### config.mk
export PLATFORM = sky130hd
export DESIGN_NAME = binary_to_decimal_ascii
export DESIGN_NICKNAME = d
export VERILOG_FILES = /design/src/b2da_pkg.sv /design/src/b2da_dabble_step.sv /design/src/binary_to_decimal_ascii.sv
export SDC_FILE = /design/constraint.sdc
export NUM_CORES = 1
export LEC_CHECK = 0
export BUFFER_PORTS_ARGS = -buffer_cell sky130_fd_sc_hd__buf_4
export CAP_MARGIN = 20
export CORE_MARGIN = 2
export CORE_UTILIZATION = 55
export CTS_CLUSTER_DIAMETER = 120
export DETAILED_ROUTE_END_ITERATION = 10
export GPL_ROUTABILITY_DRIVEN = 0
export PLACE_DENSITY = 0.77
export SYNTH_ARGS = -nofsm -noshare
export SYNTH_HDL_FRONTEND = slang
export SYNTH_SLANG_ARGS = --single-unit
### constraint.sdc
create_clock -name clk -period 3.9 [get_ports clk]
set_input_delay 0 -clock clk [delete_from_list [all_inputs] [get_ports clk]]
set_output_delay 0 -clock clk [all_outputs]
set_load 0.02 [all_outputs]
### src/b2da_pkg.sv
// Package: shared constants for the binary to decimal ASCII converter.
package b2da_pkg;

    localparam int DEFAULT_VALUE_WIDTH = 32;

    // One BCD digit.
    localparam int NIBBLE_W = 4;

    // A digit at or above this level is corrected before the next shift.
    localparam logic [NIBBLE_W-1:0] DABBLE_LIMIT = 4'd5;
    localparam logic [NIBBLE_W-1:0] DABBLE_ADD   = 4'd3;

    localparam int CHAR_W = 6;
    localparam logic [CHAR_W-1:0] CHAR_ZERO  = 6'd48;
    localparam logic [CHAR_W-1:0] CHAR_NINE  = 6'd57;
    localparam logic [CHAR_W-1:0] CHAR_MINUS = 6'd45;

endpackage

### src/b2da_dabble_step.sv
// One shift-and-add-3 step of the binary to BCD conversion.
module b2da_dabble_step #(
    parameter int DIGITS = 10
) (
    input  logic [DIGITS*b2da_pkg::NIBBLE_W-1:0] bcd,
    input  logic                                 bit_in,
    output logic [DIGITS*b2da_pkg::NIBBLE_W-1:0] bcd_next
);

    logic [DIGITS*b2da_pkg::NIBBLE_W-1:0] adjusted;

    // Correct every digit of five or more, then shift in the next binary bit.
    always_comb
    begin
        for (int d = 0; d < DIGITS; d++)
        begin
            if (bcd[d*b2da_pkg::NIBBLE_W +: b2da_pkg::NIBBLE_W] >= b2da_pkg::DABBLE_LIMIT)
            begin
                adjusted[d*b2da_pkg::NIBBLE_W +: b2da_pkg::NIBBLE_W] =
                    bcd[d*b2da_pkg::NIBBLE_W +: b2da_pkg::NIBBLE_W] + b2da_pkg::DABBLE_ADD;
            end
            else
            begin
                adjusted[d*b2da_pkg::NIBBLE_W +: b2da_pkg::NIBBLE_W] =
                    bcd[d*b2da_pkg::NIBBLE_W +: b2da_pkg::NIBBLE_W];
            end
        end
    end

    assign bcd_next = {adjusted[DIGITS*b2da_pkg::NIBBLE_W-2:0], bit_in};

endmodule

### src/binary_to_decimal_ascii.sv
// Top level: binary word to decimal ASCII text, one character per output item.
// The sign is registered at the accept and appears in the cycle after it; each digit
// follows the bit-serial conversion (S_CONV) and leading-zero skip (S_SKIP), and is
// registered out from S_EMIT as output stalls allow. A new number is taken only in
// S_IDLE, after the last digit. The single shared dabble step converts one bit per cycle.
// Reset: rst_n clears the sequencer and output valid at once; nothing else is kept.
module binary_to_decimal_ascii #(
    parameter int VALUE_WIDTH = b2da_pkg::DEFAULT_VALUE_WIDTH
) (
    input  logic                                   clk,
    input  logic                                   rst_n,
    // s_tdata: value [VALUE_WIDTH-1:0], zero fill to whole bytes
    input  logic [((VALUE_WIDTH+7)/8)*8-1:0]       s_tdata,
    // s_tuser: mode [0] (0 unsigned, 1 signed)
    input  logic                                   s_tuser,
    input  logic                                   s_tvalid,
    output logic                                   s_tready,
    // m_tdata: char_code [5:0], zero fill [7:6]
    output logic [7:0]                             m_tdata,
    output logic                                   m_tlast,
    output logic                                   m_tvalid,
    input  logic                                   m_tready
);

    // Decimal digits needed for a VALUE_WIDTH-bit magnitude (1233/4096 ~ log10 2).
    localparam int DIGITS = (VALUE_WIDTH * 1233) / 4096 + 1;
    localparam int BCD_W  = DIGITS * b2da_pkg::NIBBLE_W;
    localparam int CNT_W  = $clog2(VALUE_WIDTH);
    localparam int DIG_W  = $clog2(DIGITS + 1);

    typedef enum logic [3:0] {
        S_IDLE = 4'b0001,
        S_CONV = 4'b0010,
        S_SKIP = 4'b0100,
        S_EMIT = 4'b1000
    } state_t;

    state_t                       state_reg, state_next;
    logic [VALUE_WIDTH-1:0]       bin_reg, bin_next;
    logic [BCD_W-1:0]             bcd_reg, bcd_next;
    logic [CNT_W-1:0]             cnt_reg, cnt_next;
    logic [DIG_W-1:0]             dig_reg, dig_next;
    logic                         out_valid_reg, out_valid_next;
    logic [b2da_pkg::CHAR_W-1:0]  out_char_reg, out_char_next;
    logic                         out_last_reg, out_last_next;

    logic [VALUE_WIDTH-1:0]       word;
    logic                         negative;
    logic [VALUE_WIDTH-1:0]       magnitude;
    logic [BCD_W-1:0]             step_bcd;
    logic [b2da_pkg::NIBBLE_W-1:0] top_digit;
    logic                         out_free;
    logic                         in_accept;

    // The output slot is free when empty or being taken this cycle.
    assign out_free  = !out_valid_reg || m_tready;
    // Take a new number only when idle and the sign can go straight out.
    assign s_tready  = (state_reg == S_IDLE) && out_free;
    assign in_accept = s_tvalid && s_tready;

    assign word     = s_tdata[VALUE_WIDTH-1:0];
    assign negative = s_tuser && word[VALUE_WIDTH-1];
    // The most negative word negates to itself, which is its correct magnitude
    // when read as unsigned.
    assign magnitude = negative ? (~word + {{(VALUE_WIDTH-1){1'b0}}, 1'b1}) : word;

    assign top_digit = bcd_reg[BCD_W-1 -: b2da_pkg::NIBBLE_W];

    // Shared conversion step: correct digits, shift in the binary MSB.
    b2da_dabble_step #(
        .DIGITS (DIGITS)
    ) u_step (
        .bcd      (bcd_reg),
        .bit_in   (bin_reg[VALUE_WIDTH-1]),
        .bcd_next (step_bcd)
    );

    always_comb
    begin
        state_next     = state_reg;
        bin_next       = bin_reg;
        bcd_next       = bcd_reg;
        cnt_next       = cnt_reg;
        dig_next       = dig_reg;
        out_valid_next = out_valid_reg && !m_tready;
        out_char_next  = out_char_reg;
        out_last_next  = out_last_reg;

        case (state_reg)
            S_IDLE:
            begin
                if (in_accept)
                begin
                    bin_next   = magnitude;
                    bcd_next   = '0;
                    cnt_next   = '0;
                    state_next = S_CONV;
                    // Put the sign out while the digits are being formed.
                    if (negative)
                    begin
                        out_valid_next = 1'b1;
                        out_char_next  = b2da_pkg::CHAR_MINUS;
                        out_last_next  = 1'b0;
                    end
                end
            end
            S_CONV:
            begin
                bcd_next = step_bcd;
                bin_next = {bin_reg[VALUE_WIDTH-2:0], 1'b0};
                cnt_next = cnt_reg + 1'b1;
                if (cnt_reg == CNT_W'(VALUE_WIDTH - 1))
                begin
                    dig_next   = DIG_W'(DIGITS);
                    state_next = S_SKIP;
                end
            end
            S_SKIP:
            begin
                // Drop leading zeros, keeping at least one digit.
                if (top_digit == '0 && dig_reg > DIG_W'(1))
                begin
                    bcd_next = {bcd_reg[BCD_W-b2da_pkg::NIBBLE_W-1:0],
                                {b2da_pkg::NIBBLE_W{1'b0}}};
                    dig_next = dig_reg - 1'b1;
                end
                else
                begin
                    state_next = S_EMIT;
                end
            end
            S_EMIT:
            begin
                if (out_free)
                begin
                    out_valid_next = 1'b1;
                    out_char_next  = b2da_pkg::CHAR_ZERO
                                     + {{(b2da_pkg::CHAR_W-b2da_pkg::NIBBLE_W){1'b0}}, top_digit};
                    out_last_next  = (dig_reg == DIG_W'(1));
                    bcd_next = {bcd_reg[BCD_W-b2da_pkg::NIBBLE_W-1:0],
                                {b2da_pkg::NIBBLE_W{1'b0}}};
                    dig_next = dig_reg - 1'b1;
                    if (dig_reg == DIG_W'(1))
                    begin
                        state_next = S_IDLE;
                    end
                end
            end
            default:
            begin
                state_next = S_IDLE;
            end
        endcase
    end

    always_ff @(posedge clk or negedge rst_n)
    begin
        if (!rst_n)
        begin
            state_reg     <= S_IDLE;
            out_valid_reg <= 1'b0;
        end
        else
        begin
            state_reg     <= state_next;
            out_valid_reg <= out_valid_next;
        end
    end

    always_ff @(posedge clk)
    begin
        bin_reg      <= bin_next;
        bcd_reg      <= bcd_next;
        cnt_reg      <= cnt_next;
        dig_reg      <= dig_next;
        out_char_reg <= out_char_next;
        out_last_reg <= out_last_next;
    end

    assign m_tvalid = out_valid_reg;
    assign m_tdata  = {{(8-b2da_pkg::CHAR_W){1'b0}}, out_char_reg};
    assign m_tlast  = out_last_reg;

`ifndef SYNTHESIS
    a_conv_count: assert property (@(posedge clk) disable iff (!rst_n)
        state_reg == S_CONV |-> cnt_reg <= CNT_W'(VALUE_WIDTH - 1))
        else $error("bit counter ran past the word width");

    a_digits_left: assert property (@(posedge clk) disable iff (!rst_n)
        (state_reg == S_SKIP || state_reg == S_EMIT) |-> dig_reg != '0)
        else $error("digit count empty while digits remain to emit");

    a_last_ends: assert property (@(posedge clk) disable iff (!rst_n)
        (state_reg == S_EMIT && out_free && dig_reg == DIG_W'(1))
        |=> (state_reg == S_IDLE && m_tvalid && m_tlast))
        else $error("final digit did not close the number");

    a_char_range: assert property (@(posedge clk) disable iff (!rst_n)
        m_tvalid |-> ((m_tdata[5:0] == b2da_pkg::CHAR_MINUS && !m_tlast)
                      || (m_tdata[5:0] >= b2da_pkg::CHAR_ZERO
                          && m_tdata[5:0] <= b2da_pkg::CHAR_NINE)))
        else $error("output character is neither a digit nor a leading sign");
`endif

endmodule
### Word level (Yosys, flattened, before mapping)

Index checks and enable logic that the tools add are counted.

* $add $sub $neg: 14
* muxes and demuxes: 41
* reductions and logical operators: 18
* order comparisons: 11
* bitwise logic cells: 1
* equal/unequal tests: 13

Operators by type and width (count)
* $pmux W40 S4: 1
* $mux W40: 3
* $mux W4: 17
* $mux W32: 2
* $pmux W32 S2: 1
* $ge A4 B3 Y1 const B: 10
* $add A4 B2 Y4 const B: 9
* $add A32 B1 Y32 const B: 1
* $not A32 Y32: 1
* $mux W6: 3
* $pmux W4 S4: 1
* $ne A2 B2 Y1 const B: 7
* $pmux W4 S3: 1
* $pmux W6 S2: 1
* $reduce_and A4 Y1: 3
* $pmux W5 S2: 1
* $eq A4 B1 Y1 const B: 2
* $add A5 B5 Y6 const A: 1
* $mux W1: 6
* $add A5 B1 Y5 const B: 1
* $eq A5 B5 Y1 const B: 1
* $logic_and A1 B1 Y1: 5
* $mux W5: 1
* $reduce_and A5 Y1: 1
* other kinds (15): 18

* flip-flop bits (word level): 93
* output and inout bits: 11
* input port bits: 37

### Logic depth before layout (Yosys ltp)

Gate-level depths: netlist of the first run.

* depth in word-level cells: 6
* depth in mapped cells: 7

### Cells and area by module

From an unflattened synthesis of the first run, not the netlist that was laid out.

* cell total of the unflattened synthesis: 558
* area total of the unflattened synthesis: 5627.9 um^2

Modules (own cells, without submodules)
* binary_to_decimal_ascii: cells each 401, area each 4626.9 um^2, instances 1, seq. area each 2738.9 um^2
* b2da_dabble_step: cells each 157, area each 1001.0 um^2, instances 1, seq. area each 0.0 um^2

### Worst setup path before layout of the first run

No wires, ideal clock.

* path type: reg2reg
* start point: register state_reg[1]
* end point: register bcd_reg[0], enable pin
* slack: 0.262 ns
* data required time: 3.463 ns
* arrival time: 3.201 ns
* setup time: 0.437 ns
* stages on the path, launching flop included: 6
* path through: dfrtp_1 > clkbuf_1 > or4b_2 > clkbuf_1 > o21a_1 > nor2_1

* cells in the longest elaborated chain, start to end: 5

Ends and longest elaborated chain
* start: declaration: line binary_to_decimal_ascii.sv:38 `state_t state_reg, state_next;`
* start signal: assignment: line binary_to_decimal_ascii.sv:165 `state_reg <= state_next;`
* $eq A4 B1 Y1: line binary_to_decimal_ascii.sv:58, binary_to_decimal_ascii.sv:89
* $logic_and A1 B1 Y1: line binary_to_decimal_ascii.sv:58 `assign s_tready = (state_reg == S_IDLE) && out_free;`
* $logic_and A1 B1 Y1: line binary_to_decimal_ascii.sv:59 `assign in_accept = s_tvalid && s_tready;`
* $ne A2 B2 Y1 (no source line)
* $reduce_and A4 Y1 (no source line) (*)
* end signal: assignment: line binary_to_decimal_ascii.sv:173 `bcd_reg <= bcd_next;`
* end: declaration: line binary_to_decimal_ascii.sv:40 `logic [BCD_W-1:0] bcd_reg, bcd_next;`

Mark *: on every way between the ends. The rest lies on a longest branch, timed or not.
A chain may end at the register's enable or synchronous reset.

### Worst setup path in the final report of the first run

* start point: register state_reg[1]
* end point: register bin_reg[17], enable pin

* cells in the longest elaborated chain, start to end: 5

Ends and longest elaborated chain
* $eq A4 B1 Y1: line binary_to_decimal_ascii.sv:58, binary_to_decimal_ascii.sv:89
* $logic_and A1 B1 Y1: line binary_to_decimal_ascii.sv:58
* $logic_and A1 B1 Y1: line binary_to_decimal_ascii.sv:59
* $ne A2 B2 Y1 (no source line)
* $reduce_and A2 Y1 (no source line) (*)
* end signal: assignment: line binary_to_decimal_ascii.sv:172 `bin_reg <= bin_next;`
* end: declaration: line binary_to_decimal_ascii.sv:39 `logic [VALUE_WIDTH-1:0] bin_reg, bin_next;`

Marked as above.

==> results of run 1 <==
[layer usage]
| layer | up-vias | track usage | wire length, um |
|---|---|---|---|
| met5 | - | 0 | 0 |
| met4 | 0 | 0.07143 | 127 |
| met3 | 11 | 0.02246 | 393 |
| met2 | 95 | 0.3576 | 5477 |
| met1 | 2001 | 0.2736 | 5028 |
| li1 | 2090 | - | - |
[cell type report]
| type | count | area [sq um] | share of cell area |
|---|---|---|---|
| Clock buffer | 10 | 137.6 | 0.02180 |
| Timing Repair Buffer | 55 | 435.4 | 0.06895 |
| Sequential cell | 92 | 2739 | 0.4337 |
| Multi-Input combinational cell | 408 | 2649 | 0.4195 |
| Clock inverter | 6 | 93.84 | 0.01486 |
| Tap cell | 133 | 166.4 | 0.02635 |
| Inverter | 25 | 93.84 | 0.01486 |
[power groups by stage]
stage	Clock [uW]	Sequential, uW	Combinational (uW)
final	726	1860	1340
after global routing	773	1910	1520
after CTS	735	1860	1320
after detailed placement	0	1880	1310
after global placement	0	1860	1240
after floorplan	0	1790	1020
[final timing paths]
check	startpoint	to	slack, ps	depth (start not counted)
max	state_reg[1]	bin_reg[17]	1190	4
min	s_tdata[30]	bin_reg[30]	20	3
max reg2reg	state_reg[1]	bin_reg[17]	1190	4
min reg2reg	bin_reg[28]	bin_reg[29]	540	2
max in group asynchronous	rst_n	state_reg[2]	3150	3
min in group asynchronous	rst_n	state_reg[0]	110	2
[worst max-delay path, delay by kind of cell (launching register included)]
kind          cells  cell delay, ps
simple gates      2            1090
flops             1             560
buf+inv           2             720
[kinds of logic (layout without fill, tap and decap cells)]
kind of cell / Yosys count / in the layout / share of synthesized area
AND/OR/NAND/NOR: 178 / 178 / 0.1694
AO/OA/AOI/OAI: 154 / 154 / 0.1665
flip-flops: 92 / 92 / 0.4906
buffers and inverters: 55 / 96 / 0.04056
XOR/XNOR: 47 / 47 / 0.07373
adder cells (fa/ha/maj): 25 / 25 / 0.05603
other: 2 / 3 / 0.001345
multiplexers: 1 / 1 / 0.001793
[synthesized netlist by cell type (all sizes together) (8+ instances only)]
cell	instances
inv	25
nor3b	16
edfxtp	87
nor2	33
o31ai	13
nand2b	15
xor2	18
a21oi	33
nor3	12
a31oi	10
clkbuf	23
ha	25
xnor2	29
or4	8
nand2	57
o21ai	60
a22o	9
nor2b	10
o22ai	10
[per-stage QoR]
step / hold slack (ps) / worst slack, ps / cell area (sq um) / utilization / std cells
floorplan: -295.6 / 261.9 / 5587 / - / 555
global placement: -196.1 / 1278 / 6008 / 0.6119 / 706
detailed placement: -193.4 / 1184 / 6008 / 0.6119 / 706
CTS: 12.10 / 1157 / 6290 / 0.6405 / 727
global route: 47.55 / 1028 / 6315 / 0.6431 / 729
finish: 20.71 / 1192 / 6315 / 0.6431 / 729
[placed cells by master, fill, tap and decap left out, types with 3 or more instances in the layout]
cell                            Yosys  layout
sky130_fd_sc_hd__a21oi_1           33      33
sky130_fd_sc_hd__a22o_1             9       9
sky130_fd_sc_hd__a22oi_1            5       5
sky130_fd_sc_hd__a31oi_1           10      10
sky130_fd_sc_hd__and2_1             6       6
sky130_fd_sc_hd__buf_4              3      48
sky130_fd_sc_hd__clkbuf_8           0      10
sky130_fd_sc_hd__conb_1             2       3
sky130_fd_sc_hd__dfrtp_1            4       4
sky130_fd_sc_hd__dlygate4sd3_1      0       5
sky130_fd_sc_hd__edfxtp_1          87      87
sky130_fd_sc_hd__ha_1              25      25
sky130_fd_sc_hd__inv_1             25      25
sky130_fd_sc_hd__nand2_1           57      57
sky130_fd_sc_hd__nand2b_1          15      15
sky130_fd_sc_hd__nand3_1            5       5
sky130_fd_sc_hd__nor2_1            33      32
sky130_fd_sc_hd__nor2b_1           10      10
sky130_fd_sc_hd__nor3_1            11      10
sky130_fd_sc_hd__nor3b_1           16      16
sky130_fd_sc_hd__nor4_1             3       3
sky130_fd_sc_hd__o21ai_0           55      55
sky130_fd_sc_hd__o21ai_1            5       5
sky130_fd_sc_hd__o22ai_1           10      10
sky130_fd_sc_hd__o31ai_1           13      13
sky130_fd_sc_hd__o32ai_1            3       3
sky130_fd_sc_hd__o41ai_1            3       3
sky130_fd_sc_hd__or4_1              5       5
sky130_fd_sc_hd__or4_4              3       3
sky130_fd_sc_hd__xnor2_1           29      29
sky130_fd_sc_hd__xor2_1            18      18
==> impl_metrics.json, run 1 <==
{
  "num_vias": 4197,
  "worst-slew-pin-transition_ps": 976.5,
  "ios": 48,
  "grt.total_usage": 0.2078,
  "height_of_the_chip_um": 104.8,
  "unrepaired_setup_endpoints_after_global_routing": "false",
  "p_seq_frac": 0.473,
  "cp_data_arrival_time_ps": 2740,
  "switching_share": 0.3596,
  "yosysTopAreaCell": "sky130_fd_sc_hd__edfxtp_1",
  "drt_wl_total_mm": 11.03,
  "drt_pass1_iterations": 5,
  "route.detailed.vias_per_inst": 5.757,
  "filler_cell_count": 816,
  "p_per_area_nw_per_um2": 621.3,
  "numPortBuffers": 44,
  "postSynthCellCount": 554,
  "hpwlAfterDp_mm": 7.799,
  "fin_crit_sh": 0.6943,
  "largest_register_ff_count": 40,
  "worstPathMaxFanout": 55,
  "endpoint_kind": "flop",
  "cts_made_buffers": 9,
  "floorplan.die_area_sq_um": 10970,
  "die-width_um": 104.8,
  "synth_area_per_cell_sq_um": 10.08,
  "synthesis.area_sq_um": 5583,
  "max_freq_ghz": 0.3693,
  "antenna_found_initial": 0,
  "internal_power_uw": 2512,
  "slew_viol_final": 0,
  "timing.critical_path.slowest_cell_delay_ps": 650,
  "first_pass_grt_wire_length_mm": 18.86,
  "cts.sink_count": 92,
  "ys_types": 53,
  "status": "finished clean",
  "cpMostUsedCell": "sky130_fd_sc_hd__buf_4",
  "route.detailed.wl_per_inst_um": 15.13,
  "power_leakage_uw": 0.002232,
  "flow.area_growth_from_synthesis_pct": 13.11,
  "cts_root_buf": "sky130_fd_sc_hd__clkbuf_8",
  "irDropWorstVdd_v": 0.0002358,
  "holdBufCountCts": 5,
  "placeableCoreArea_sq_um": 9819,
  "worst_setup_hold_path_clk_slew_ps": 90,
  "initial_utilization": 0.5686,
  "final_report_hold_violation_count": 0,
  "fin_total_pwr_uw": 3923,
  "cp_cell_sequence": "or4b_2 -> buf_4 -> nand2_1 -> buf_4",
  "totalNegativeSetupSlack_ps": 0,
  "ys_seq_elements": 92,
  "antenna-diode-count": 0,
  "cts_setup_buffers": 0,
  "synth_edf_count": 87,
  "tritoncts": "built",
  "cts_resized": 0,
  "clockBufferDepth": 2,
  "floorplan.rows": 36,
  "postSynth.topFlopCell": "sky130_fd_sc_hd__edfxtp_1",
  "share_of_the_synthesized_area_in_the_top_cell_type": 0.4680,
  "asyncSetResetFlopFracSynth": 0.05435,
  "final_layout_size_suffix_gt1_frac": 0.1359,
  "grt_pass1_vias": 4102,
  "drt_drc_violations_left": 0,
  "timing.critical_path.slowest_stage_cell": "sky130_fd_sc_hd__or4b_2",
  "grt_max_degree": 56,
  "num-nets-final": 653,
  "drt_iter0_markers": 237,
  "finalCriticalPeriod_ps": 2708,
  "slew_headroom": 0.3469,
  "path_class": "reg -> reg",
  "worstSkewPairLatency_ps": 350,
  "yosys-top-cells-area": "sky130_fd_sc_hd__edfxtp_1 47%, sky130_fd_sc_hd__ha_1 5.6%, sky130_fd_sc_hd__o21ai_0 4.9%",
  "clock_tree.htree_level_count": 3,
  "pwr-share-clk": 0.185,
  "drv_cap": 0,
  "antenna_violating_nets_post_route": 0,
  "crit_required_ps": 3930,
  "synth.yosys.warnings": 0,
  "kind_of_start_point_of_the_critical_path": "flop",
  "min-delay-path-class": "in -> reg",
  "total_switching_power_uw": 1411,
  "setup_viol_count_final": 0,
  "global_route.overflow_total": 0,
  "skew_ps": 13.52,
  "synth_sequential_area_ratio": 0.4906,
  "p_comb_frac": 0.342
}
(Power assumes the default switching activity.)
==> run 2: changes to the inputs <==
--- a/config.mk
+++ b/config.mk
@@ -8,11 +8,11 @@
 export BUFFER_PORTS_ARGS = -buffer_cell sky130_fd_sc_hd__buf_4
 export CAP_MARGIN = 20
 export CORE_MARGIN = 2
-export CORE_UTILIZATION = 55
+export CORE_UTILIZATION = 60
 export CTS_CLUSTER_DIAMETER = 120
 export DETAILED_ROUTE_END_ITERATION = 10
 export GPL_ROUTABILITY_DRIVEN = 0
-export PLACE_DENSITY = 0.77
+export PLACE_DENSITY = 0.8
 export SYNTH_ARGS = -nofsm -noshare
 export SYNTH_HDL_FRONTEND = slang
 export SYNTH_SLANG_ARGS = --single-unit
==> constraint.sdc (replaced) <==
create_clock -name clk -period 2.8 [get_ports clk]
set_input_delay 0 -clock clk [delete_from_list [all_inputs] [get_ports clk]]
set_output_delay 0 -clock clk [all_outputs]
set_load 0.02 [all_outputs]
==> impl_metrics.json, run 2 (synthesis gave the netlist of run 1 again) <==
{
  "status": "finished clean",
  "drt_pass1_iterations": 5,
  "timing.final.ws_setup_ps": 423.8,
  "antenna-diode-count": 0,
  "cts_made_buffers": 9,
  "drt_wl_total_mm": 11.37,
  "ios": 48,
  "worstSkewPairLatency_ps": 370,
  "finalCriticalPeriod_ps": 2376,
  "fin_crit_sh": 0.8486,
  "final_report_hold_violation_count": 0,
  "kind_of_start_point_of_the_critical_path": "input port",
  "unrepaired_setup_endpoints_after_global_routing": "false",
  "endpoint_kind": "flop",
  "clockBufferDepth": 2,
  "height_of_the_chip_um": 100.5,
  "numPortBuffers": 44,
  "worst_setup_hold_path_clk_slew_ps": 100,
  "tritoncts": "built",
  "cts_setup_buffers": 0,
  "worst-slew-pin-transition_ps": 594.1,
  "largest_register_ff_count": 40,
  "crit_required_ps": 2910,
  "num-nets-final": 663,
  "route.detailed.vias_per_inst": 5.957,
  "die-width_um": 100.5,
  "fin_hold_ws_ps": 7.808,
  "post-route-util": 0.6939,
  "flow.area_growth_from_synthesis_pct": 13.76,
  "cts.sink_count": 92,
  "cts_root_buf": "sky130_fd_sc_hd__clkbuf_8",
  "final_layout_size_suffix_gt1_frac": 0.1485,
  "cp_data_arrival_time_ps": 2480,
  "worstPathMaxFanout": 5,
  "setup_viol_count_final": 0,
  "final_cell_mix": "87 x sky130_fd_sc_hd__edfxtp_1, 56 x sky130_fd_sc_hd__nand2_1, 56 x sky130_fd_sc_hd__buf_4",
  "placeableCoreArea_sq_um": 9153,
  "antenna_found_initial": 0,
  "p_per_area_nw_per_um2": 858.0,
  "floorplan.rows": 35,
  "clock_tree.htree_level_count": 3,
  "power_leakage_uw": 0.002274,
  "dp_worst_setup_slack_ps": 224.4,
  "grt_max_degree": 56,
  "timing.reg2reg.setup_slack_ps": 480,
  "grt.total_usage": 0.2410,
  "route.detailed.wl_per_inst_um": 15.86,
  "global_route.overflow_total": 0,
  "final_common_cell": "sky130_fd_sc_hd__edfxtp_1",
  "slew_headroom": 0.6039,
  "drt_drc_violations_left": 0,
  "min-delay-path-class": "in -> reg",
  "antenna_violating_nets_post_route": 0,
  "skew_ps": 17.89,
  "num_vias": 4271,
  "grt_pass1_vias": 4169,
  "hpwlAfterDp_mm": 7.915,
  "initial_utilization": 0.6100,
  "max_freq_ghz": 0.4208,
  "floorplan.die_area_sq_um": 10090,
  "irDropWorstVdd_v": 0.0006766,
  "drv_cap": 0,
  "first_pass_grt_wire_length_mm": 19.31,
  "drt_iter0_markers": 232,
  "slew_viol_final": 0,
  "path_class": "in -> reg",
  "totalNegativeSetupSlack_ps": 0
}
==> run 2: what timing repair did <==
| action | 4_1_cts | 5_1_grt |
|---|---|---|
| resized for setup | 0 | 0 |
| hold endpoints to repair | 10 | 0 |
| hold buffers | 7 | 0 |
==> run 2: path summary, 6_finish.rpt <==
check                        startpoint      endpoint  cells past startpoint
max                          s_tdata[0]   bin_reg[20]                      9
min                         s_tdata[30]   bin_reg[30]                      3
max reg2reg                state_reg[0]   bin_reg[17]                      4
min reg2reg                 bin_reg[18]   bin_reg[19]                      2
max in group asynchronous         rst_n  state_reg[1]                      3
min in group asynchronous         rst_n  state_reg[0]                      2
==> run 2: through the flow <==
stage | total power [uW] | std cells | cell area [sq um]
6_report | 5450 | 717 | 6351
2_1_floorplan | 3912 | 555 | 5597
4_1_cts | 5433 | 716 | 6331
3_5_place_dp | 4497 | 693 | 6057
5_1_grt | 5843 | 717 | 6351
3_3_place_gp | 4363 | 693 | 6057
==> run 2: cell type report <==
class,instances,area (sq um)
clock buffer,9,123.9
clock inverter,7,80.08
fill,667,2801
inverter,25,93.84
multi-input combinational,408,2645
sequential,92,2739
tap,111,138.9
timing repair buffer,65,530.5
==> run 2: report_power, final <==
group / leakage [uW] / switching, uW / internal, uW
Combinational: 0.00128 / 1160 / 786
Clock: 0.000103 / 502 / 427
Sequential: 0.000887 / 358 / 2220
Total: 0.00227 / 2020 / 3430
==> run 2: per-layer routing <==
layer  vias up  GRT usage  part of all wire
met4         0    0.07587             0.014
met5         -          0                 0
li1       2113          -                 -
met1      2036     0.3198              0.44
met3        14    0.04300             0.041
met2       108     0.4053              0.50
==> run 2: critical path: stages <==
cell	delay [ps]
sky130_fd_sc_hd__dlygate4sd3_1	540
sky130_fd_sc_hd__buf_4	140
sky130_fd_sc_hd__inv_1	70
sky130_fd_sc_hd__ha_1	190
sky130_fd_sc_hd__or3b_2	520
sky130_fd_sc_hd__or3_4	430
sky130_fd_sc_hd__o41ai_2	350
sky130_fd_sc_hd__xor2_1	180
sky130_fd_sc_hd__o21ai_1	70
